<file path="src/hdl/can_frame_to_ascii_line_encoder_core_macros.svh">
// ----------------------------------------------------------------------------
// Assertion macros for the CAN frame ASCII line encoder
// Concurrent checks that drop out of synthesis builds.
// ----------------------------------------------------------------------------
`ifndef CAN_FRAME_TO_ASCII_LINE_ENCODER_CORE_MACROS_SVH
`define CAN_FRAME_TO_ASCII_LINE_ENCODER_CORE_MACROS_SVH
`ifndef SYNTHESIS
// same-cycle implication
`define C2A_ASSERT_IMP(lbl, clk, rst_n, ante, cons) \
	lbl: assert property (@(posedge clk) disable iff (!rst_n) (ante) |-> (cons)) \
		else $error("c2a assertion failed");
// next-cycle implication
`define C2A_ASSERT_NEXT(lbl, clk, rst_n, ante, cons) \
	lbl: assert property (@(posedge clk) disable iff (!rst_n) (ante) |=> (cons)) \
		else $error("c2a assertion failed");
`else
`define C2A_ASSERT_IMP(lbl, clk, rst_n, ante, cons)
`define C2A_ASSERT_NEXT(lbl, clk, rst_n, ante, cons)
`endif
`endif

</file>
<file path="src/hdl/c2a_pkg.sv">
// ----------------------------------------------------------------------------
// c2a_pkg
// Shared types, constants and the hex digit helper.
// ----------------------------------------------------------------------------
package c2a_pkg;

	localparam int MAX_DATA_BYTES_DEF = 8;
	localparam int ADDR_W = 4;

	localparam logic [1:0] REG_LINK_OPEN   = 2'd0;
	localparam logic [1:0] REG_STAMP_EN    = 2'd1;
	localparam logic [1:0] REG_LINE_FEED   = 2'd2;

	localparam logic [15:0] STAMP_MODULUS = 16'd60000;

	localparam logic [7:0] CHAR_CR    = 8'h0D;
	localparam logic [7:0] CHAR_LF    = 8'h0A;
	localparam logic [7:0] CHAR_EXT_D = 8'h54; // T
	localparam logic [7:0] CHAR_EXT_R = 8'h52; // R
	localparam logic [7:0] CHAR_STD_D = 8'h74; // t
	localparam logic [7:0] CHAR_STD_R = 8'h72; // r
	localparam logic [7:0] CHAR_ZERO  = 8'h30;
	localparam logic [7:0] CHAR_A     = 8'h41;

	typedef struct packed {
		logic link_open;
		logic stamp_enable;
		logic line_feed_enable;
	} cfg_t;

	typedef struct packed {
		logic load;
		logic shift;
	} shift_ctl_t;

	function automatic logic [7:0] hex_char(input logic [3:0] nib);
		logic [7:0] res;
		if (nib < 4'd10) begin
			res = CHAR_ZERO + {4'd0, nib};
		end else begin
			res = CHAR_A + {4'd0, nib} - 8'd10;
		end
		return res;
	endfunction

endpackage

</file>
<file path="src/hdl/c2a_cfg.sv">
// ----------------------------------------------------------------------------
// c2a_cfg
// APB register block: link open, stamp enable, line feed enable.
// ----------------------------------------------------------------------------
module c2a_cfg (
	input  logic                          clk,
	input  logic                          arst_n,
	input  logic                          psel,
	input  logic                          penable,
	input  logic                          pwrite,
	input  logic [c2a_pkg::ADDR_W-1:0]    paddr,
	input  logic [31:0]                   pwdata,
	output logic [31:0]                   prdata,
	output logic                          pready,
	output c2a_pkg::cfg_t                 cfg
);

	logic       wr;
	logic [1:0] idx;
	c2a_pkg::cfg_t cfg_q;

	assign wr     = psel && penable && pwrite;
	assign idx    = paddr[3:2];
	assign pready = 1'b1;
	assign cfg    = cfg_q;

	always_ff @(posedge clk or negedge arst_n) begin
		if (!arst_n) begin
			cfg_q <= '0;
		end else if (wr) begin
			unique case (idx)
				c2a_pkg::REG_LINK_OPEN: cfg_q.link_open        <= pwdata[0];
				c2a_pkg::REG_STAMP_EN:  cfg_q.stamp_enable     <= pwdata[0];
				c2a_pkg::REG_LINE_FEED: cfg_q.line_feed_enable <= pwdata[0];
				default: ; // unmapped: ignored
			endcase
		end
	end

	always_comb begin
		unique case (idx)
			c2a_pkg::REG_LINK_OPEN: prdata = {31'd0, cfg_q.link_open};
			c2a_pkg::REG_STAMP_EN:  prdata = {31'd0, cfg_q.stamp_enable};
			c2a_pkg::REG_LINE_FEED: prdata = {31'd0, cfg_q.line_feed_enable};
			default:                prdata = '0;
		endcase
	end

endmodule

</file>
<file path="src/hdl/c2a_nib_shift.sv">
// ----------------------------------------------------------------------------
// c2a_nib_shift
// Parallel-load shift register, one hex digit out per shift, MSB first.
// ----------------------------------------------------------------------------
module c2a_nib_shift #(
	parameter int W = 32
) (
	input  logic                 clk,
	input  c2a_pkg::shift_ctl_t  ctl,
	input  logic [W-1:0]         load_word,
	output logic [3:0]           nib
);

	logic [W-1:0] word_q;

	always_ff @(posedge clk) begin
		if (ctl.load) begin
			word_q <= load_word;
		end else if (ctl.shift) begin
			word_q <= {word_q[W-5:0], 4'd0};
		end
	end

	assign nib = word_q[W-1 -: 4];

endmodule

</file>
<file path="src/hdl/c2a_seq.sv">
// ----------------------------------------------------------------------------
// c2a_seq
// Line sequencer: walks the fields of one frame, one character per step.
// ----------------------------------------------------------------------------
module c2a_seq #(
	parameter int MAX_DATA_BYTES = c2a_pkg::MAX_DATA_BYTES_DEF
) (
	input  logic          clk,
	input  logic          arst_n,
	input  c2a_pkg::cfg_t cfg,
	input  logic          load,
	input  logic          is_extended,
	input  logic          is_remote,
	input  logic [28:0]   frame_id,
	input  logic [3:0]    length_code,
	input  logic [63:0]   payload,
	input  logic [15:0]   time_ms,
	input  logic          step,
	output logic          busy,
	output logic          emit_valid,
	output logic [7:0]    emit_char,
	output logic          emit_last
);

	localparam int DW    = 8 * MAX_DATA_BYTES;
	localparam int CNT_W = (2 * MAX_DATA_BYTES > 8) ? $clog2(2 * MAX_DATA_BYTES) : 3;

	typedef enum logic [3:0] {
		S_IDLE, S_TYPE, S_ID, S_LEN, S_DATA, S_STAMP, S_CR, S_CR2, S_LF
	} state_t;

	state_t            state_q;
	logic [CNT_W-1:0]  cnt_q;
	logic [CNT_W-1:0]  dcnt_q;
	logic              has_data_q;
	logic [3:0]        len_q;
	logic [7:0]        type_q;

	logic              go;
	logic [3:0]        nbytes;
	logic [31:0]       id_word;
	logic [DW-1:0]     data_word;
	logic [15:0]       stamp_word;
	logic [3:0]        id_nib, data_nib, stamp_nib;
	c2a_pkg::shift_ctl_t id_ctl, data_ctl, stamp_ctl;

	assign go   = load && cfg.link_open;
	assign busy = (state_q != S_IDLE);

	// load words, top digit first
	assign id_word = is_extended ? {3'd0, frame_id} : {frame_id[11:0], 20'd0};
	assign stamp_word = (time_ms >= c2a_pkg::STAMP_MODULUS) ?
		(time_ms - c2a_pkg::STAMP_MODULUS) : time_ms;

	always_comb begin
		for (int i = 0; i < MAX_DATA_BYTES; i++) begin
			data_word[DW-1-8*i -: 8] = payload[8*i +: 8];
		end
	end

	assign nbytes = (length_code > 4'(MAX_DATA_BYTES)) ? 4'(MAX_DATA_BYTES) : length_code;

	assign id_ctl    = '{load: go, shift: step && (state_q == S_ID)};
	assign data_ctl  = '{load: go, shift: step && (state_q == S_DATA)};
	assign stamp_ctl = '{load: go, shift: step && (state_q == S_STAMP)};

	c2a_nib_shift #(.W(32)) u_id (
		.clk(clk), .ctl(id_ctl), .load_word(id_word), .nib(id_nib)
	);
	c2a_nib_shift #(.W(DW)) u_data (
		.clk(clk), .ctl(data_ctl), .load_word(data_word), .nib(data_nib)
	);
	c2a_nib_shift #(.W(16)) u_stamp (
		.clk(clk), .ctl(stamp_ctl), .load_word(stamp_word), .nib(stamp_nib)
	);

	always_ff @(posedge clk or negedge arst_n) begin
		if (!arst_n) begin
			state_q    <= S_IDLE;
			cnt_q      <= '0;
			dcnt_q     <= '0;
			has_data_q <= 1'b0;
			len_q      <= '0;
			type_q     <= '0;
		end else begin
			unique case (state_q)
				S_IDLE: begin
					if (go) begin
						state_q    <= S_TYPE;
						cnt_q      <= is_extended ? CNT_W'(7) : CNT_W'(2);
						len_q      <= length_code;
						has_data_q <= (nbytes != 4'd0);
						dcnt_q     <= CNT_W'({1'b0, nbytes, 1'b0} - 6'd1);
						if (is_extended) begin
							type_q <= is_remote ? c2a_pkg::CHAR_EXT_R : c2a_pkg::CHAR_EXT_D;
						end else begin
							type_q <= is_remote ? c2a_pkg::CHAR_STD_R : c2a_pkg::CHAR_STD_D;
						end
					end
				end
				S_TYPE: if (step) begin
					state_q <= S_ID;
				end
				S_ID: if (step) begin
					if (cnt_q == '0) begin
						state_q <= S_LEN;
					end else begin
						cnt_q <= cnt_q - 1'b1;
					end
				end
				S_LEN: if (step) begin
					if (has_data_q) begin
						state_q <= S_DATA;
						cnt_q   <= dcnt_q;
					end else if (cfg.stamp_enable) begin
						state_q <= S_STAMP;
						cnt_q   <= CNT_W'(3);
					end else begin
						state_q <= S_CR;
					end
				end
				S_DATA: if (step) begin
					if (cnt_q != '0) begin
						cnt_q <= cnt_q - 1'b1;
					end else if (cfg.stamp_enable) begin
						state_q <= S_STAMP;
						cnt_q   <= CNT_W'(3);
					end else begin
						state_q <= S_CR;
					end
				end
				S_STAMP: if (step) begin
					if (cnt_q == '0) begin
						state_q <= S_CR;
					end else begin
						cnt_q <= cnt_q - 1'b1;
					end
				end
				S_CR: if (step) begin
					state_q <= cfg.line_feed_enable ? S_CR2 : S_IDLE;
				end
				S_CR2: if (step) begin
					state_q <= S_LF;
				end
				S_LF: if (step) begin
					state_q <= S_IDLE;
				end
				default: state_q <= S_IDLE;
			endcase
		end
	end

	always_comb begin
		emit_valid = 1'b1;
		emit_last  = 1'b0;
		unique case (state_q)
			S_IDLE: begin
				emit_valid = 1'b0;
				emit_char  = '0;
			end
			S_TYPE:  emit_char = type_q;
			S_ID:    emit_char = c2a_pkg::hex_char(id_nib);
			S_LEN:   emit_char = c2a_pkg::hex_char(len_q);
			S_DATA:  emit_char = c2a_pkg::hex_char(data_nib);
			S_STAMP: emit_char = c2a_pkg::hex_char(stamp_nib);
			S_CR: begin
				emit_char = c2a_pkg::CHAR_CR;
				emit_last = !cfg.line_feed_enable;
			end
			S_CR2:   emit_char = c2a_pkg::CHAR_CR;
			S_LF: begin
				emit_char = c2a_pkg::CHAR_LF;
				emit_last = 1'b1;
			end
			default: begin
				emit_valid = 1'b0;
				emit_char  = '0;
			end
		endcase
	end

endmodule

</file>
<file path="src/hdl/can_frame_to_ascii_line_encoder_core.sv">
// ----------------------------------------------------------------------------
// can_frame_to_ascii_line_encoder_core
// Turns one received CAN frame into its ASCII serial-line form, one char out.
// ----------------------------------------------------------------------------
// Flow: the first character of a frame passes through the sequencer state
//   register and then the output register; one character per cycle from the
//   digit shifters while char_ready holds. A line has N chars (N = 1 + 3|8
//   id + 1 + 2*min(dlc,MAX_DATA_BYTES) + 4*stamp + 1 + 2*lf).
// Reset: arst_n zeroes config and output regs (link closed), sequencer idle.
// ----------------------------------------------------------------------------
`include "can_frame_to_ascii_line_encoder_core_macros.svh"

module can_frame_to_ascii_line_encoder_core #(
	parameter int MAX_DATA_BYTES = c2a_pkg::MAX_DATA_BYTES_DEF
) (
	input  logic                        clk,
	input  logic                        arst_n,
	// configuration port
	input  logic                        psel,
	input  logic                        penable,
	input  logic                        pwrite,
	input  logic [c2a_pkg::ADDR_W-1:0]  paddr,
	input  logic [31:0]                 pwdata,
	output logic [31:0]                 prdata,
	output logic                        pready,
	// frame channel
	input  logic                        frame_valid,
	output logic                        frame_ready,
	input  logic                        is_extended,
	input  logic                        is_remote,
	input  logic [28:0]                 frame_id,
	input  logic [3:0]                  length_code,
	input  logic [63:0]                 payload,
	input  logic [15:0]                 time_ms,
	// character channel
	output logic                        char_valid,
	input  logic                        char_ready,
	output logic [7:0]                  char_out,
	output logic                        last_char
);

	c2a_pkg::cfg_t cfg;
	logic          busy;
	logic          step;
	logic          ld;
	logic          emit_valid;
	logic [7:0]    emit_char;
	logic          emit_last;
	logic          char_valid_q;
	logic [7:0]    char_out_q;
	logic          last_char_q;

	c2a_cfg u_cfg (
		.clk(clk), .arst_n(arst_n),
		.psel(psel), .penable(penable), .pwrite(pwrite), .paddr(paddr),
		.pwdata(pwdata), .prdata(prdata), .pready(pready),
		.cfg(cfg)
	);

	// Frame transaction only while the sequencer is idle; a closed link
	// accepts and drops the frame without leaving idle.
	assign frame_ready = !busy;

	// The sequencer advances whenever the output register is free or
	// being emptied this cycle; the last char of a line may sit in the
	// output register while the next frame is already taken.
	assign step = !char_valid_q || char_ready;
	assign ld   = emit_valid && step;

	c2a_seq #(.MAX_DATA_BYTES(MAX_DATA_BYTES)) u_seq (
		.clk(clk), .arst_n(arst_n), .cfg(cfg),
		.load(frame_valid && frame_ready),
		.is_extended(is_extended), .is_remote(is_remote), .frame_id(frame_id),
		.length_code(length_code), .payload(payload), .time_ms(time_ms),
		.step(step), .busy(busy),
		.emit_valid(emit_valid), .emit_char(emit_char), .emit_last(emit_last)
	);

	// output register
	always_ff @(posedge clk or negedge arst_n) begin
		if (!arst_n) begin
			char_valid_q <= 1'b0;
			char_out_q   <= '0;
			last_char_q  <= 1'b0;
		end else if (ld) begin
			char_valid_q <= 1'b1;
			char_out_q   <= emit_char;
			last_char_q  <= emit_last;
		end else if (char_ready) begin
			char_valid_q <= 1'b0;
		end
	end

	assign char_valid = char_valid_q;
	assign char_out   = char_out_q;
	assign last_char  = last_char_q;

	// a frame taken on a closed link leaves the block idle
	`C2A_ASSERT_NEXT(a_drop_closed, clk, arst_n, frame_valid && frame_ready && !cfg.link_open, frame_ready)
	// a frame taken on an open link starts a line
	`C2A_ASSERT_NEXT(a_start_open, clk, arst_n, frame_valid && frame_ready && cfg.link_open, !frame_ready && emit_valid)
	// handing over the final character frees the sequencer
	`C2A_ASSERT_NEXT(a_last_idle, clk, arst_n, ld && emit_last, frame_ready)

endmodule
</file>
<file path="config.mk">
export PLATFORM = sky130hd
export DESIGN_NAME = can_frame_to_ascii_line_encoder_core
export DESIGN_NICKNAME = d
export VERILOG_FILES = /design/src/hdl/c2a_pkg.sv /design/src/hdl/c2a_cfg.sv /design/src/hdl/c2a_nib_shift.sv /design/src/hdl/c2a_seq.sv /design/src/hdl/can_frame_to_ascii_line_encoder_core.sv
export VERILOG_INCLUDE_DIRS = /design/src /design/src/hdl
export SDC_FILE = /design/constraint.sdc
export NUM_CORES = 1
export LEC_CHECK = 0
export BUFFER_PORTS_ARGS = -buffer_cell sky130_fd_sc_hd__buf_2
export CAP_MARGIN = 40
export CORE_ASPECT_RATIO = 0.6
export CORE_MARGIN = 5
export CORE_UTILIZATION = 49
export CTS_BUF_LIST = sky130_fd_sc_hd__clkbuf_8
export DETAILED_ROUTE_END_ITERATION = 16
export GPL_ROUTABILITY_DRIVEN = 1
export PLACE_DENSITY = 0.73
export SLEW_MARGIN = 20
export SYNTH_ARGS = -nofsm -noshare
export SYNTH_HDL_FRONTEND = slang
export SYNTH_SLANG_ARGS = --single-unit
</file>
<file path="constraint.sdc">
create_clock -name clk -period 12.6 [get_ports clk]
set_input_delay 3.15 -clock clk [delete_from_list [all_inputs] [get_ports clk]]
set_output_delay 3.15 -clock clk [all_outputs]
set_load 0.03 [all_outputs]
</file>
==> summary.txt, run 1 <==
Outcome
  • Run status: completed

Global routing
  • Met1 GRT Util: 29.4%
  • GR peak layer: met1
  • GR Layer Usage met2: 25.7%
  • Largest net degree at the start of global routing: 89
  • Vias in the first global route: 5406
  • Initial antenna violation count: 2
  • Remaining global-route overflow: 0
  • Gr usage total: 18.8%
  • Met3 Usage GRT: 5.34%
  • Wire length of the first global-routing pass: 27.4 mm

Worst setup path
  • Setup crit start: paddr[2]
  • Crit end category: output pin
  • R2R Path Start: u_seq.state_q[1]
  • Crit path arrival time: 3.74 ns
  • CP required: 9.45 ns
  • Setup Crit Path Kind: input pin to output pin
  • Startpoint types: input pin
  • Crit Path Max Fanout: 5

Run
  • Max-cap violations: 0

Synthesis
  • Synth top cells by count: 287 x nand2_1, 112 x edfxtp_1, 47 x o21ai_0
  • Synth area leader: edfxtp_1
  • Post-synth cell types: 65
  • Cell area after synthesis: 7670 um2
  • EDFF count, synth: 112
  • Syn Area/Cell: 9.59 um2
  • Async S/R FF share, synth: 22.2%
  • Synthesis-stage register bit count: 144
  • Seq/Total Area, Yosys: 54.3%
  • Post-Syn Instances: 800
  • Synth area leaders: edfxtp_1 44%, nand2_1 14%, dfrtp_1 10%
  • Yosys warning total: 0
  • Top_reg_cell synth: edfxtp_1
  • Synth top area share: 43.9%
  • Count leader, synth: nand2_1

Detailed routing
  • Routed Antenna Nets: 0
  • Total Wirelength: 17.0 mm
  • Drt wl/cell: 15.1 um
  • Via-to-Cell Ratio: 5.12
  • Remaining DRCs: 0
  • Vias: 5780
  • Drt first-iter violations: 483
  • First-pass iteration count of the detailed router: 5

Pwr
  • Max VDD drop: 0.000159 V
  • Lkg Pwr: 3.89 nW
  • Pwr/cell area: 195 nW/um2

Layout
  • Fin cells: 1130
  • Final core utilization: 57.5%
  • Ant. Diodes: 0
  • P&R area growth vs syn: 14.9%
  • Nets: 1083
  • Share of cells above drive strength 1: 20.6%

Timing
  • Fin. max-slew vios: 0
  • Setup_tns: 0 ns
  • Final setup viols: 0
  • Hold_ws: 0.471 ns
  • Crit path time final: 6.89 ns
  • Slew HR: 42.6%
  • Skew final: 0.0134 ns
  • Unrepaired setup endpoints after global routing: false
  • Fmax: 145 MHz
  • Fin. Hold Viols: 0
  • Least-Margin Pin Slew: 0.861 ns
  • Final Cycle Share: 54.7%

CTS
  • Clock Pin Slew Worst Setup and Hold Paths: 0.08 ns
  • Post-CTS Setup Bufs: 0
  • Clock sink total: 144
  • Num CTS Buffers: 17
  • H-tree Lvls: 4
  • Clk_lat worst skew: 0.44 ns
  • Clock Tree Root: clkbuf_8
  • CTS resizes: 0
  • Clock Path Buffers: 2
  • Cts hold-fix bufs: 0
  • CTS tree: built

Floorplanning
  • Die ar.: 18300 um2
  • Row count: 35
  • Die Width: 172 um
  • Starting Density: 50.0%
  • Core region area: 15300 um2
  • Io pins: 202
  • Die Span Y: 107 um

Place
  • Placer Congestion: 0.856
  • HPWL Detailed: 11.7 mm
  • Post-Place Cells: 1097
  • IO buf count: 135

Worst hold path
  • Hold Path Origin: u_seq.type_q[1]
  • Hold crit path type: flop to flop
[placed cells by master (no fill, tap or decap), drive strengths merged, types with 17 or more instances in the layout]
master    n
edfxtp  112
clkbuf   17
conb     33
buf     143
o21ai    50
inv      18
nand3    27
nand2   287
dfrtp    32
a21oi    22
[cell type report]
cell class                 count  area [um2]
multi-input combinational    596        3150
timing repair buffer         143         796
clock inverter                13         160
sequential                   144        4160
tap                          203         254
inverter                      14        52.6
fill                        1402        6520
clock buffer                  17         234
[critical path: stages]
cell	delay [ns]
buf_2	0.13
mux2i_1	0.11
o21ai_0	0.14
buf_2	0.21
[state kept, by name, indices dropped and copies added, names as in the netlist, 3 cells and up]
name	flops
u_cfg.cfg	3
u_seq.u_stamp.word_q	16
u_seq.state_q	4
u_seq.len_q	4
u_seq.u_id.word_q	32
u_seq.u_data.word_q	64
char_out	7
u_seq.type_q	3
u_seq.dcnt_q	4
u_seq.cnt_q	4
[layer usage]
layer | vias to the layer above | share of wire [%] | wire [um]
met3 | 17 | 7.9 | 1340
li1 | 2927 | - | -
met5 | - | 0.20 | 34
met4 | 4 | 0.77 | 132
met2 | 188 | 42 | 7140
met1 | 2644 | 49 | 8390
[logic make-up after synthesis]
family          Yosys count  share of synthesized area [%]
mux                      18                           2.45
flops                   144                           54.3
other cells               2                         0.0979
buf+inv                  91                           6.56
compound gates          127                           10.4
fa+ha+maj                 9                           1.47
xor+xnor                 12                           1.37
simple gates            397                           23.4
[per-stage QoR]
| step | cell area [um2] | power, mW | worst slack, ns |
|---|---|---|---|
| 6_report | 8810 | 1.72 | 5.71 |
| 5_1_grt | 8810 | 1.83 | 5.62 |
| 4_1_cts | 8750 | 1.72 | 5.70 |
| 3_5_place_dp | 8350 | 1.34 | 5.70 |
| 3_3_place_gp | 8330 | 1.32 | 5.71 |
| 2_1_floorplan | 7780 | 1.20 | 4.29 |
[power breakdown]
part	leakage (nW)	internal (mW)	switching, mW	total (mW)
clock	0.202	0.195	0.181	0.376
sequential	1.42	0.666	0.0889	0.755
combinational	2.27	0.220	0.370	0.590
[worst paths after layout]
check / to / depth (start not counted) / slack (ns)
min in group asynchronous: u_seq.type_q[5] / 1 / 2.58
hold reg to reg: u_seq.type_q[1] / 2 / 0.47
hold / removal: u_seq.type_q[1] / 2 / 0.47
max in group asynchronous: u_seq.len_q[2] / 2 / 9.60
setup reg to reg: u_seq.u_data.word_q[3] / 4 / 9.56
setup / recovery: prdata[0] / 4 / 5.71
No activity file was read; power rests on OpenSTA's default activity.
==> inputs of run 2 (changes only) <==
--- a/config.mk
+++ b/config.mk
@@ -14,7 +14,7 @@
 export CTS_BUF_LIST = sky130_fd_sc_hd__clkbuf_8
 export DETAILED_ROUTE_END_ITERATION = 16
 export GPL_ROUTABILITY_DRIVEN = 1
-export PLACE_DENSITY = 0.73
+export PLACE_DENSITY = 0.76
 export SLEW_MARGIN = 20
 export SYNTH_ARGS = -nofsm -noshare
 export SYNTH_HDL_FRONTEND = slang
==> constraint.sdc (replaced) <==
create_clock -name clk -period 5.95 [get_ports clk]
set_input_delay 1.4875 -clock clk [delete_from_list [all_inputs] [get_ports clk]]
set_output_delay 1.4875 -clock clk [all_outputs]
set_load 0.03 [all_outputs]
==> run 2 against run 1 <==
  * Register-to-register slack got worse by 7.0 ns
  * Combinational power rose by 100%
  * Core utilization fell by 0.32 points
  * Clock skew rose by 0.0036 ns
  * Via count rose by 0.59%
  * Routed wire length fell by 0.31%
  * Flip-flop and latch count did not move
  * First-iteration DRC count rose by 15%
  * Sequential share of layout area rose by 0.26 points
  * Design area fell by 0.55%
  * Cell count barely moved
  * Clock power rose by 100%
  * Critical endpoint unchanged
  * Largest power group unchanged
==> summary.txt, run 2 (synthesis results as in run 1) <==
Outcome
  • Run status: completed

Place
  • Post-Place Cells: 1097 (unchanged)
  • Placer Congestion: 0.912 (+6.6%)
  • IO buf count: 135 (unchanged)
  • HPWL Detailed: 11.7 mm (+0.43%)

Timing
  • Final setup viols: 0 (unchanged)
  • Final Cycle Share: 60.2%
  • Slew HR: 42.8% (+0.19 points)
  • Hold_ws: 0.477 ns (+0.00653 ns)
  • Least-Margin Pin Slew: 0.858 ns (-0.00289 ns)
  • Fmax: 279 MHz
  • Unrepaired setup endpoints after global routing: false
  • Fin. Hold Viols: 0 (unchanged)
  • Crit path time final: 3.58 ns
  • Fin. max-slew vios: 0 (unchanged)
  • Skew final: 0.0171 ns (+0.00363 ns)
  • Setup_tns: 0 ns (unchanged)

Worst hold path
  • Hold crit path type: flop to flop
  • Min-Delay Path Depth: 2 (unchanged)

Pwr
  • Sequential share of power: 45.2% (+1.3 points)
  • Clock power frac: 21.2% (-0.7 points)
  • Pwr/cell area: 409 nW/um2 (+110%)
  • Max VDD drop: 0.000235 V (+48%)
  • NetSw: 1.38 mW (+120%)
  • Logic pwr share: 33.6% (-0.7 points)
  • Cell Int Power: 2.21 mW (+100%)
  • Lkg Pwr: 3.86 nW (-0.84%)
  • Net Sw Frac: 38.5% (+1.3 points)

Layout
  • P&R area growth vs syn: 14.3%
  • Reg with most FFs: u_seq.u_data.word_q
  • Biggest regs: u_seq.u_data.word_q: 64 flops, u_seq.u_id.word_q: 32 flops, u_seq.u_stamp.word_q: 16 flops
  • # fillers: 1368 (-2.4%)
  • Largest register FFs: 64 (unchanged)
  • Most frequent cells in the layout: 287 x nand2_1, 135 x buf_2, 112 x edfxtp_1
  • Fin cells: 1131 (+0.088%)
  • Nets: 1081 (-0.18%)
  • Commonest non-fill, non-tap cell in the layout: nand2_1
  • Share of cells above drive strength 1: 20.7% (+0.11 points)

Run
  • Max-cap violations: 0 (unchanged)

Worst setup path
  • Startpoint types: input pin
  • R2r worst-path depth: 4 (unchanged)
  • Setup Crit Path Kind: input pin to output pin
  • R2R setup slack: 2.61 ns (-6.95 ns)
  • Crit path arrival time: 2.09 ns (-1.65 ns)
  • CP required: 4.46 ns (-4.99 ns)
  • Crit end category: output pin
  • Crit Path Max Fanout: 5 (unchanged)

Global routing
  • Wire length of the first global-routing pass: 27.0 mm (-1.4%)
  • Remaining global-route overflow: 0 (unchanged)
  • Initial antenna violation count: 3 (+1)
  • Gr usage total: 18.5% (-0.37 points)
  • Vias in the first global route: 5364 (-0.78%)
  • Largest net degree at the start of global routing: 75 (-16%)

CTS
  • CTS tree: built
  • Clk_lat worst skew: 0.44 ns (about the same)
  • Num CTS Buffers: 17 (unchanged)
  • Post-CTS Setup Bufs: 0 (unchanged)
  • Clock sink total: 144 (unchanged)
  • H-tree Lvls: 4 (unchanged)
  • Clock Tree Root: clkbuf_8
  • Clock Pin Slew Worst Setup and Hold Paths: 0.08 ns (about the same)
  • Cts hold-fix bufs: 0 (unchanged)
  • Clock Path Buffers: 2 (unchanged)
  • CTS resizes: 0 (unchanged)

Detailed routing
  • Routed Antenna Nets: 0 (unchanged)
  • Vias: 5814 (+0.59%)
  • Via-to-Cell Ratio: 5.14 (+0.50%)
  • First-pass iteration count of the detailed router: 5 (unchanged)
  • Drt wl/cell: 15.0 um (-0.39%)
  • Drt first-iter violations: 557 (+15%)
  • Total Wirelength: 17.0 mm (-0.31%)
  • Remaining DRCs: 0 (unchanged)

Floorplanning
  • Row count: 35 (unchanged)
  • Core region area: 15300 um2 (unchanged)
  • Die ar.: 18300 um2 (unchanged)
  • Io pins: 202 (unchanged)
  • Die Width: 172 um (unchanged)
  • Starting Density: 50.0% (unchanged)
  • Die Span Y: 107 um (unchanged)
[run 2: changes by cell type in the layout (fill, tap and decap cells not counted)]
cell | previous run | this run
bufinv_16 | 3 | 1
clkinvlp_4 | 0 | 2
inv_6 | 4 | 6
buf_16 | 2 | 1
buf_8 | 1 | 0
clkinv_1 | 2 | 1
clkinv_2 | 2 | 1
clkinv_8 | 0 | 1
diode_2 | 0 | 1
inv_8 | 0 | 1
[run 2: final cells by class]
class	count	area, um2	area share (%)
Clock buffer	17	234	2.67
Antenna cell	1	2.50	0.0286
Clock inverter	15	151	1.73
Sequential cell	144	4160	47.5
Tap cell	203	254	2.90
Multi-Input combinational cell	596	3150	36.0
Timing Repair Buffer	141	753	8.60
Inverter	14	52.6	0.600
[run 2: power by group through the flow]
stage	clock network (mW)	logic, mW	registers (mW)
2_1_floorplan	0	0.947	1.59
3_3_place_gp	0	1.16	1.63
3_5_place_dp	0	1.20	1.64
4_1_cts	0.788	1.20	1.62
5_1_grt	0.826	1.35	1.65
6_report	0.762	1.20	1.62
[run 2: final timing paths]
| path | from | endpoint |
|---|---|---|
| worst max-delay path | paddr[2] | prdata[0] |
| worst max register to register | u_seq.state_q[1] | u_seq.u_data.word_q[13] |
| worst min-delay path | last_char | last_char |
| min in group asynchronous | arst_n | u_seq.type_q[5] |
| worst min register to register | last_char | last_char |
| max in group asynchronous | arst_n | u_seq.type_q[2] |
[run 2: metal layers]
metal	share of wire (%)	GRT usage (%)
met4	0.84	4.97
met2	42	25.6
met5	0.16	0
met3	9.1	4.57
met1	47	28.6
[run 2: per-stage QoR]
step           total power, mW  cell area [um2]  util [%]  setup slack, ns
4_1_cts                   3.60             8740      57.0             2.36
3_3_place_gp              2.79             8330      54.3             2.32
3_5_place_dp              2.83             8350      54.5             2.32
6_report                  3.59             8760      57.2             2.37
2_1_floorplan             2.54             7780         -             1.03
5_1_grt                   3.83             8760      57.2             2.28
[run 2: critical path: stages]
cell     delay, ns
buf_2         0.13
mux2i_1       0.12
o21ai_0       0.15
buf_2         0.22
==> inputs of run 3 (changes only) <==
==> constraint.sdc (replaced) <==
create_clock -name clk -period 3 [get_ports clk]
set_input_delay 0.75 -clock clk [delete_from_list [all_inputs] [get_ports clk]]
set_output_delay 0.75 -clock clk [all_outputs]
set_load 0.03 [all_outputs]
==> run 3 against run 2 <==
  * Sequential share of layout area down 0.90 points
  * Flip-flop and latch count unchanged
  * Highest routed layer unchanged
  * Hold slack worse by 0.37 ns
  * Clock power rose by 98%
  * Non-clock buffer count up 16
==> summary.txt, run 3 (synthesis results as in run 1) <==
Outcome
  • Run status: completed

Floorplanning
  • Die ar.: 18300 um2 (unchanged)
  • Io pins: 202 (unchanged)
  • Core region area: 15300 um2 (unchanged)
  • Starting Density: 50.0% (unchanged)
  • Die Width: 172 um (unchanged)
  • Row count: 35 (unchanged)
  • Die Span Y: 107 um (unchanged)

Global routing
  • Initial antenna violation count: 3 (unchanged)
  • Vias in the first global route: 5619 (+4.8%)
  • Largest net degree at the start of global routing: 67 (-11%)
  • Wire length of the first global-routing pass: 27.5 mm (+2.0%)
  • Remaining global-route overflow: 0 (unchanged)
  • Gr usage total: 18.8% (+0.29 points)

Layout
  • Fin cells: 1147 (+1.4%)
  • Largest register FFs: 64 (unchanged)
  • Share of cells above drive strength 1: 22.0% (+1.2 points)
  • # fillers: 1332 (-2.6%)
  • Biggest regs: u_seq.u_data.word_q: 64 flops, u_seq.u_id.word_q: 32 flops, u_seq.u_stamp.word_q: 16 flops
  • Final core utilization: 58.3% (+1.1 points)
  • Commonest non-fill, non-tap cell in the layout: nand2_1
  • Nets: 1097 (+1.5%)
  • P&R area growth vs syn: 16.5%
  • Design area: 8930 um2 (+1.9%)
  • Reg with most FFs: u_seq.u_data.word_q
  • Area of the multi-input gates: 3150 um2 (unchanged)
  • Most frequent cells in the layout: 287 x nand2_1, 135 x buf_2, 112 x edfxtp_1
  • Reg area: 4160 um2 (unchanged)

Detailed routing
  • First-pass iteration count of the detailed router: 6 (+1)
  • Drt wl/cell: 14.7 um (-2.0%)
  • Routed Antenna Nets: 0 (unchanged)
  • Drt first-iter violations: 435 (-22%)
  • Via-to-Cell Ratio: 5.05 (-1.8%)
  • Remaining DRCs: 0 (unchanged)
  • Vias: 5788 (-0.45%)
  • Total Wirelength: 16.9 mm (-0.61%)

Worst setup path
  • Crit path arrival time: 1.83 ns (-0.26 ns)
  • Startpoint types: flop
  • R2r worst-path depth: 4 (unchanged)
  • CP required: 2.25 ns (-2.21 ns)
  • Crit Path Max Fanout: 14 (+9)
  • Setup Crit Path Kind: flop to output pin
  • Crit end category: output pin

Place
  • Placer Congestion: 0.916 (+0.39%)
  • IO buf count: 135 (unchanged)
  • Post-Place Cells: 1113 (+1.5%)
  • Placed cell area: 8520 um2 (+1.9%)
  • HPWL Detailed: 12.2 mm (+3.7%)

CTS
  • CTS resizes: 0 (unchanged)
  • Clock Pin Slew Worst Setup and Hold Paths: 0.09 ns (about the same)
  • Clock Tree Root: clkbuf_8
  • Cts hold-fix bufs: 0 (unchanged)
  • Num CTS Buffers: 17 (unchanged)
  • Clock sink total: 144 (unchanged)
  • CTS tree: built
  • Clock Path Buffers: 2 (unchanged)
  • Post-CTS Setup Bufs: 0 (unchanged)
  • H-tree Lvls: 4 (unchanged)
  • Clk_lat worst skew: 0.43 ns (about the same)

Pwr
  • Lkg Pwr: 3.95 nW (+2.5%)
  • Max VDD drop: 0.000438 V (+87%)
  • Pwr/cell area: 810 nW/um2 (+98%)
  • Cell Int Power: 4.48 mW (+100%)
  • NetSw: 2.76 mW (+100%)
  • Sequential share of power: 43.3% (-1.9 points)
  • Clock power frac: 20.8% (-0.4 points)
  • Net Sw Frac: 38.1% (-0.41 points)
  • Logic pwr share: 35.9% (+2.3 points)

Timing
  • Slew HR: 47.9% (+5.1 points)
  • Fin. max-slew vios: 0 (unchanged)
  • Hold_ws: 0.110 ns (-0.367 ns)
  • Unrepaired setup endpoints after global routing: false
  • Final Cycle Share: 86.0%
  • Fmax: 387 MHz
  • Setup_tns: 0 ns (unchanged)
  • Least-Margin Pin Slew: 0.780 ns (-0.0786 ns)
  • Skew final: 0.0148 ns (-0.00224 ns)
  • Final setup viols: 0 (unchanged)
  • Crit path time final: 2.58 ns
  • Fin. Hold Viols: 0 (unchanged)

Worst hold path
  • Hold crit path type: input pin to async pin

Run
  • Max-cap violations: 0 (unchanged)
==> run 3: cell types whose count changed in the layout (fill, tap and decap cells not counted), sizes merged <==
cell,previous run,this run
buf,141,157
inv,21,20
clkinv,5,6
==> run 3: power groups by stage <==
stage | sequential [mW] | combinational (mW) | clock (mW)
after floorplan | 3.13 | 1.89 | 0
after detailed placement | 3.17 | 2.58 | 0
after global placement | 3.15 | 2.52 | 0
final | 3.13 | 2.59 | 1.51
after CTS | 3.13 | 2.59 | 1.55
after global routing | 3.19 | 2.89 | 1.65
==> run 3: worst paths after layout <==
kind	from	endpoint	slack [ns]
worst max-delay path	u_seq.state_q[1]	frame_ready	0.42
min in group clk	char_out[0]	char_out[0]	0.48
worst min-delay path	arst_n	char_out[3]	0.11
worst min register to register	char_out[0]	char_out[0]	0.48
worst max register to register	u_seq.state_q[1]	u_seq.u_data.word_q[57]	0.64
max in group asynchronous	arst_n	u_seq.len_q[2]	2.52
==> run 3: layout make-up <==
| type | instances | area share [%] |
|---|---|---|
| multi-input combinational | 596 | 35.3 |
| antenna | 1 | 0.0280 |
| inverter | 14 | 0.588 |
| clock buffer | 17 | 2.62 |
| sequential | 144 | 46.6 |
| tap | 203 | 2.84 |
| clock inverter | 15 | 1.77 |
| timing repair buffer | 157 | 10.3 |
==> run 3: per-layer routing <==
layer,up-vias,share of wire [%],routed length (um),GRT usage (%)
met5,-,0.16,27,0
met1,2611,49,8240,29.0
met2,192,42,7140,26.0
met3,24,7.8,1320,5.27
li1,2957,-,-,-
met4,4,1.0,169,4.13
==> run 3: worst max-delay path, stage by stage, from the launching register on <==
cell and delay [ns]:
dfrtp_1 0.57, nor4_4 0.53, buf_2 0.29
==> run 3: stage by stage <==
step | worst slack, ns | power (mW)
2_1_floorplan | 0.269 | 5.02
3_3_place_gp | 0.643 | 5.68
3_5_place_dp | 0.643 | 5.75
4_1_cts | 0.400 | 7.26
5_1_grt | 0.310 | 7.73
6_report | 0.419 | 7.24
